$ cat src/rtl/cnms_pkg.sv
// shared types and constants for the class aware box suppression block
package cnms_pkg;

    localparam int MAX_BOXES = 64;
    localparam int IDX_W     = $clog2(MAX_BOXES);
    localparam int CNT_W     = $clog2(MAX_BOXES + 1);
    localparam int IOU_LAT   = 3;
    localparam int TMR_W     = $clog2(IOU_LAT + 1);

    typedef struct packed {
        logic [15:0]      left;
        logic [15:0]      top;
        logic [15:0]      right;
        logic [15:0]      bottom;
        logic [15:0]      score;
        logic [7:0]       cls;
        logic [IDX_W-1:0] idx;
    } t_box;

    typedef enum logic [1:0] {
        CMD_HOLD,
        CMD_INSERT,
        CMD_POP,
        CMD_MARK
    } t_cmd;

    // broadcast control from the sequencer to every cell
    typedef struct packed {
        t_cmd  cmd;
        t_box  new_box;
        t_box  probe;
        logic [16:0] thr;
    } t_cell_ctl;

    // what one cell shows its neighbors
    typedef struct packed {
        t_box box;
        logic valid;
        logic sup;
        logic ins;
    } t_cell_link;

endpackage

$ cat src/rtl/cnms_iou.sv
// pipelined overlap test of one stored box against the probe box
module cnms_iou (
    input  logic               i_clk,
    input  cnms_pkg::t_box     i_a,
    input  cnms_pkg::t_box     i_b,
    input  logic [16:0]        i_thr,
    output logic               o_hit
);
    logic signed [16:0] w_x1, w_y1, w_x2, w_y2;
    logic signed [16:0] r_w, r_h, r_wa, r_ha, r_wb, r_hb;
    logic signed [33:0] r_inter, r_ap, r_aq;
    logic               r_pos1, r_pos2, r_pos3;
    logic signed [35:0] r_uni;
    logic        [33:0] r_inter3;
    logic        [51:0] w_lhs, w_rhs;

    always_comb begin
        w_x1 = (i_a.left > i_b.left)     ? {1'b0, i_a.left}   : {1'b0, i_b.left};
        w_y1 = (i_a.top > i_b.top)       ? {1'b0, i_a.top}    : {1'b0, i_b.top};
        w_x2 = (i_a.right < i_b.right)   ? {1'b0, i_a.right}  : {1'b0, i_b.right};
        w_y2 = (i_a.bottom < i_b.bottom) ? {1'b0, i_a.bottom} : {1'b0, i_b.bottom};
    end

    always_ff @(posedge i_clk) begin
        r_w    <= w_x2 - w_x1;
        r_h    <= w_y2 - w_y1;
        r_wa   <= $signed({1'b0, i_a.right})  - $signed({1'b0, i_a.left});
        r_ha   <= $signed({1'b0, i_a.bottom}) - $signed({1'b0, i_a.top});
        r_wb   <= $signed({1'b0, i_b.right})  - $signed({1'b0, i_b.left});
        r_hb   <= $signed({1'b0, i_b.bottom}) - $signed({1'b0, i_b.top});
        r_pos1 <= (w_x2 > w_x1) && (w_y2 > w_y1);

        r_inter <= r_w * r_h;
        r_ap    <= r_wa * r_ha;
        r_aq    <= r_wb * r_hb;
        r_pos2  <= r_pos1;

        r_uni    <= 36'(r_ap) + 36'(r_aq) - 36'(r_inter);
        r_inter3 <= r_inter[33:0];
        r_pos3   <= r_pos2;
    end

    assign w_lhs = {2'b0, r_inter3, 16'h0000};
    assign w_rhs = 52'(i_thr) * 52'(r_uni[34:0]);
    assign o_hit = r_pos3 && (r_uni > 36'sd0) && (w_lhs > w_rhs);
endmodule

$ cat src/rtl/cnms_cell.sv
// one cell of the sorted box chain: holds a box and its suppression flag
module cnms_cell (
    input  logic                 i_clk,
    input  logic                 i_rst_n,
    input  cnms_pkg::t_cell_ctl  i_ctl,
    input  cnms_pkg::t_cell_link i_prev,
    input  cnms_pkg::t_cell_link i_next,
    output cnms_pkg::t_cell_link o_link
);
    cnms_pkg::t_box r_box;
    logic           r_valid;
    logic           r_sup;
    logic           w_ins;
    logic           w_hit;

    // insertion point: later equal scores stay behind earlier ones
    assign w_ins = !r_valid || (r_box.score < i_ctl.new_box.score);

    cnms_iou u_iou (
        .i_clk (i_clk),
        .i_a   (r_box),
        .i_b   (i_ctl.probe),
        .i_thr (i_ctl.thr),
        .o_hit (w_hit)
    );

    always_ff @(posedge i_clk) begin
        if (!i_rst_n) begin
            r_valid <= 1'b0;
            r_sup   <= 1'b0;
        end else begin
            unique case (i_ctl.cmd)
                cnms_pkg::CMD_INSERT: begin
                    if (w_ins && !i_prev.ins) begin
                        r_box   <= i_ctl.new_box;
                        r_valid <= 1'b1;
                        r_sup   <= 1'b0;
                    end else if (w_ins) begin
                        r_box   <= i_prev.box;
                        r_valid <= i_prev.valid;
                        r_sup   <= i_prev.sup;
                    end
                end
                cnms_pkg::CMD_POP: begin
                    r_box   <= i_next.box;
                    r_valid <= i_next.valid;
                    r_sup   <= i_next.sup;
                end
                cnms_pkg::CMD_MARK: begin
                    if (r_valid && (r_box.cls == i_ctl.probe.cls) && w_hit)
                        r_sup <= 1'b1;
                end
                cnms_pkg::CMD_HOLD: begin
                end
                default: begin
                end
            endcase
        end
    end

    assign o_link.box   = r_box;
    assign o_link.valid = r_valid;
    assign o_link.sup   = r_sup;
    assign o_link.ins   = w_ins;
endmodule

$ cat config.mk
export PLATFORM = sky130hd
export DESIGN_NAME = cnms_cell
export DESIGN_NICKNAME = d
export VERILOG_FILES = /design/src/rtl/cnms_pkg.sv /design/src/rtl/cnms_iou.sv /design/src/rtl/cnms_cell.sv
export SDC_FILE = /design/constraint.sdc
export NUM_CORES = 2
export LEC_CHECK = 0
export BUFFER_PORTS_ARGS = -buffer_cell sky130_fd_sc_hd__buf_2
export CAP_MARGIN = 20
export CORE_MARGIN = 2
export CORE_UTILIZATION = 35
export DETAILED_ROUTE_END_ITERATION = 12
export PLACE_DENSITY = 0.62
export SLEW_MARGIN = 20
export SYNTH_ARGS = -nofsm -noshare
export SYNTH_HDL_FRONTEND = slang
export SYNTH_SLANG_ARGS = --single-unit
$ cat constraint.sdc
create_clock -name i_clk -period 9 [get_ports i_clk]
set_clock_uncertainty 0.1 [all_clocks]
set_input_delay 0 -clock i_clk [delete_from_list [all_inputs] [get_ports i_clk]]
set_output_delay 0 -clock i_clk [all_outputs]
set_load 0.05 [all_outputs]
# --- Word level (Yosys, flattened, before mapping) ---
# Index checks and enable logic that the tools add are counted.
classes:
  add_sub_neg: 8
  multipliers: 4
  order_cmp: 9
  n_eq_ne: 6
  muxes: 14
  n_reduce_logical: 14
op_table:
  columns: ["op", "count"]
  rows:
  - ["94-bit 2-to-1 mux", 2]
  - ["94-bit one-hot mux with 2 select lines", 1]
  - ["17-bit by 17-bit multiplier with 34-bit output", 3]
  - ["16-bit by 16-bit subtractor with 17-bit output", 4]
  - ["16-bit 2-to-1 mux", 4]
  - ["50-bit by 52-bit > comparator with 1-bit output", 1]
  - ["17-bit by 35-bit multiplier with 52-bit output", 1]
  - ["16-bit < comparator", 3]
  - ["36-bit by 1-bit > comparator with 1-bit output (second input constant)", 1]
  - ["35-bit by 34-bit subtractor with 36-bit output", 1]
  - ["34-bit by 34-bit adder with 35-bit output", 1]
  - ["17-bit > comparator", 2]
  - ["17-bit subtractor", 2]
  - ["16-bit > comparator", 2]
  - ["8-bit == test", 1]
  - ["1-bit logical AND", 6]
  - ["3-bit AND reduction", 2]
  - ["1-bit 2-to-1 mux", 5]
  - ["2-bit == test (second input constant)", 2]
  - ["3-bit inequality test (second input constant)", 1]
  - ["1-bit one-hot mux with 3 select lines", 1]
  - ["3-bit nonzero test", 1]
  - ["2-bit by 1-bit == test with 1-bit output (second input constant)", 1]
  - ["1-bit zero test", 2]
  - ["5 further kinds", 5]
word_totals:
  ff_bits: 373
  input_bits: 403
  out_inout_bits: 97
  word_cells: 78

# --- Longest topological paths before layout ---
depth:
  depth_word: 6
  mapped_depth: 37
  ltp_nobuf: 35

# --- Hierarchy ---
# A second synthesis with hierarchy kept.
hier_totals:
  cells_unflattened: 7991
  hier_area_um2: 71717.5
by_module_without_submodules:
  columns: ["module", "n_inst", "cells_each", "area_per_inst_um2", "seq_area_each_um2"]
  rows:
  - ["cnms_iou", 1, 7379, 66334.9, 5545.3]
  - ["cnms_cell", 1, 612, 5382.7, 2862.7]

# --- Worst setup path before layout ---
# OpenSTA, ideal clock, no wires.
synth_path:
  kind: "flip-flop to flip-flop"
  from: "register u_iou.r_uni[19]"
  to: "register r_sup"
  setup_ps: 72
  t_arrival_ps: 8058
  required_time_ps: 8828
  setup_slack_ps: 771
  stages_incl_launch_ff: 34
  n_path_buf: 2
  period_less_slack_ps: 8229
  path_cell_list: "dfxtp_1 > clkbuf_1 > clkbuf_1 > nand2_1 > fa_1 > inv_1 > fa_1 > inv_1 > fa_1 > inv_1 > fa_1 > fa_1 > inv_1 > fa_1 > inv_1 > ha_1 > nand2_1 > or3_4 > or4_4 > a2bb2oi_2 > a21oi_4 > a211oi_4 > o21ai_4 > xnor2_1 > ha_1 > nand4_1 > or4_1 > o21ai_0 > a21oi_1 > o211a_1 > a311oi_1 > o211ai_1 > o21ai_0 > mux2i_1"
synth_via:
  elab_chain_cells: 6
  elab_cells_between_ends: 8
  classes_between: "mul: 1; order compare: 2; eq/ne: 1; reduce/logical: 4"
synth_rtl:
  columns: ["element", "line", "text"]
  rows:
  - ["start, declared", "cnms_iou.sv:13", "logic signed [35:0] r_uni;"]
  - ["start signal, assigned", "cnms_iou.sv:38", "r_uni <= 36'(r_ap) + 36'(r_aq) - 36'(r_inter);"]
  - ["17-bit by 35-bit multiplier with 52-bit output or 36-bit by 1-bit > comparator with 1-bit output (tied branches)", "cnms_iou.sv:44, cnms_iou.sv:45", null]
  - ["50-bit by 52-bit > comparator with 1-bit output or 1-bit logical AND (tied branches)", "cnms_iou.sv:45", "assign o_hit = r_pos3 && (r_uni > 36'sd0) && (w_lhs > w_rhs);"]
  - ["1-bit logical AND (*)", "cnms_iou.sv:45", null]
  - ["1-bit logical AND (*)", "cnms_cell.sv:50", "if (r_valid && (r_box.cls == i_ctl.probe.cls) && w_hit)"]
  - ["2-bit inequality test (no line) (*)", null, null]
  - ["3-bit AND reduction (no line) (*)", null, null]
  - ["end signal, assigned", "cnms_cell.sv:41", "r_sup <= i_prev.sup;"]
  - ["end signal, assigned", "cnms_cell.sv:47", "r_sup <= i_next.sup;"]
  - ["end, declared", "cnms_cell.sv:12", "logic r_sup;"]
# Every way passes the cells marked *; elsewhere a longest branch is shown, timed or not.
# A chain may end at the register's enable or synchronous reset.

# --- Final worst setup path ---
layout_path:
  from: "register u_iou.r_uni[17]"
  to: "register r_sup"
# The elaborated chain is that of the path after synthesis.

==> impl_results.md <==
- Most common cell on crit path: fa_1
- Post-synthesis sequential area ratio: 0.117
- Hold/Removal Path Class: in2reg
- Nets: 11100
- Crit share post-route: 0.960
- Max Freq: 116 MHz
- Syn avg cell area: 9.06 um2
- Yosys Warn Count: 0
- Post-synth ARST share: 0
- Vias per cell: 4.89
- Status: finished, final reports clean
- CTS root buffer: clkbuf_16
- Core area: 205000 um2
- H-tree levels: 2
- Initial DRC count: 3097
- Startpoint Class: flop
- Setup-failing EPs final: 0
- Worst r2r src: u_iou.r_uni[17]
- Slew HR: 0.299
- Max Cap Viol: 0
- Die W: 457 um
- Data arrival, critical path: 9.09 ns
- Crit-path max FO: 12
- CTS Buffer Depth: 3
- Final Non-Filler Cells: 11400
- Row count: 166
- Vias: 55600
- Initial antenna violation count: 38
- Synthesis-stage register bit count: 373
- Initial DRT Pass Iterations: 5
- Chip height: 457 um
- I/O pins: 500
- Synthesized area: 72000 um2
- Layout area overhead: 14.8%
- Initial Util: 0.352
- Worst-Skew Late Latency: 0.70 ns
- Critical path startpoint: u_iou.r_uni[17]
- Netlist cell types: 88
- Post-DP HPWL: 180000 um
- Crit-path slowest cell: or4_4
- Pins Over Slew Limit: 0
- CTS tree: built
- DRC Markers: 0
- RSZ-0062 raised after global routing: no
- Top area cells in the synthesized netlist: fa_1 40%, ha_1 11%, inv_1 9.4%, dfxtp_1 7.8%, nand2_1 5.9%
- Final setup TNS: 0 ns
- Grt ovf: 0
- Clock-pin slew of the registers on the worst-case setup and hold paths: 0.06 ns
- Syn Nets: 10400
- Final WL: 212000 um
- DP Cell Count: 10900
- Num CTS Buffers: 49
- Post-synth EDFFs: 94
- Port Buf Inserts: 476
- Die area: 209000 um2
- Antenna viol nets, final: 0
- Share of the synthesized area in the top cell type: 0.396
- CTS sink cnt: 373
- Instance count of the mapped netlist: 7945
- Global-route wire length before repair: 340000 um
- Final min period: 8.64 ns
- Vias in the first global route: 60700
- Main synth FF type: dfxtp_1
- Post-synthesis cell type with the largest combined area: fa_1
- Crit. End Element: flop
- Gr usage total: 0.206
- Slew @ Worst Pin: 1.05 ns
- Worst path required time: 9.45 ns
- Layout cells sized above 1: 0.0848
- Final Hold Vio Count: 0
- Final GP Congestion: 0.945
- Setup CP Type: reg2reg
- Crit-path max cell delay: 0.55 ns
- Hold Crit Start: i_ctl[103]
- WL/cell: 18.6 um
- Largest net degree at the start of global routing: 105
## flip-flops by register name (all words and copies together), names as in the netlist
signal / cells
u_iou.r_ap: 34
u_iou.r_wb: 17
u_iou.r_wa: 17
r_sup: 1
u_iou.r_h: 17
u_iou.r_uni: 36
u_iou.r_pos2: 1
u_iou.r_pos1: 1
o_link: 94
r_valid: 1
u_iou.r_inter3: 34
u_iou.r_ha: 17
u_iou.r_w: 17
u_iou.r_pos3: 1
u_iou.r_inter: 34
u_iou.r_hb: 17
u_iou.r_aq: 34
## critical path: cells and delay by family, from the launching register on
kind                     cells  cell delay (ns)
buffers and inverters        5             0.30
AO/OA/AOI/OAI               11             1.99
XOR/XNOR                     1             0.17
multiplexers                 1             0.14
AND/OR/NAND/NOR              8             1.70
flip-flops                   1             0.45
adder cells (fa/ha/maj)      8             3.66
## kinds of logic (layout without fill, tap and decap cells)
family | count (synthesis) | in the layout | synth area share
compound gates | 819 | 819 | 0.0722
xor+xnor | 250 | 250 | 0.0304
fa+ha+maj | 2046 | 2046 | 0.504
buf+inv | 2116 | 2830 | 0.111
flops | 373 | 373 | 0.117
mux | 151 | 151 | 0.0215
other cells | 0 | 14 | 0
simple gates | 2190 | 2190 | 0.144
## path summary, 6_finish.rpt
| path | end | slack [ns] | cells past startpoint |
|---|---|---|---|
| max reg2reg | r_sup | 0.36 | 34 |
| min reg2reg | u_iou.r_pos2 | 0.22 | 0 |
| min | u_iou.r_w[8] | 0.08 | 4 |
| max | r_sup | 0.36 | 34 |
## per-stage QoR
| step | setup slack [ns] | hold slack (ns) | instance area, um2 | util |
|---|---|---|---|---|
| after global placement | 0.172 | 0.173 | 77200 | 0.377 |
| after CTS | 0.00410 | 0.0193 | 82500 | 0.403 |
| after detailed placement | 0.0204 | 0.178 | 77200 | 0.377 |
| final | 0.359 | 0.0753 | 82600 | 0.404 |
| after global routing | 0.00392 | 0.0744 | 82600 | 0.404 |
| after floorplan | 0.771 | 0.0384 | 72000 | - |
## area by class of cell
cell class	count	area, um2
well taps	2688	3360
clock inverters	32	308
diodes	14	35.0
inverters	1811	6800
clock buffers	58	1380
multi-input cells	5456	55600
repair buffers	929	6700
fillers	20200	122000
flip-flops and latches	373	8430
## Yosys cell counts (12+ instances only)
cell type,instances
nor3_1,46
mux2_2,29
and3_1,25
o21bai_1,30
inv_1,1811
a31oi_1,15
a21o_1,119
o21a_1,34
a21boi_0,19
nand3_1,57
xnor2_1,182
nand2b_1,81
clkbuf_1,290
a21oi_1,227
nor2_1,184
edfxtp_1,94
xor2_1,68
o211ai_1,12
nor4_1,17
fa_1,1422
and2_1,517
nor2b_1,54
nand4_1,40
o21ai_0,221
or3_1,14
ha_1,624
dfxtp_1,279
nand2_1,1125
a211oi_1,28
mux2i_1,121
## layer usage
metal	routed length, um	vias up	global-route usage
met4	8820	38	0.0770
met5	242	-	0
met3	13700	402	0.0385
met2	103000	1726	0.359
li1	-	25400	-
met1	85800	28000	0.253
## placed cells by master (no fill, tap or decap), types with 57 or more instances in the layout
cell and count:
inv_1 1811, xor2_1 68, nand2_1 1125, o21ai_0 221
ha_1 624, edfxtp_1 94, nand2b_1 81, buf_2 476
a21oi_1 227, mux2i_1 121, a21o_1 119, nand3_1 57
dfxtp_1 264, dlygate4sd3_1 366, xnor2_1 182, nor2_1 184
fa_1 1422, buf_4 86, and2_1 517
## timing repair
action | CTS | global route
hold buffers | 364 | 2
gates resized for setup | 1 | 19
gates cloned | 0 | 0
setup endpoints to repair | 1 | 1
setup buffers | 0 | 1
endpoints found under the hold margin | 163 | 1
pin swaps | 0 | 1
Power is not shown: default switching activity piles up to over one toggle a cycle in this logic, so the estimate is an artifact.
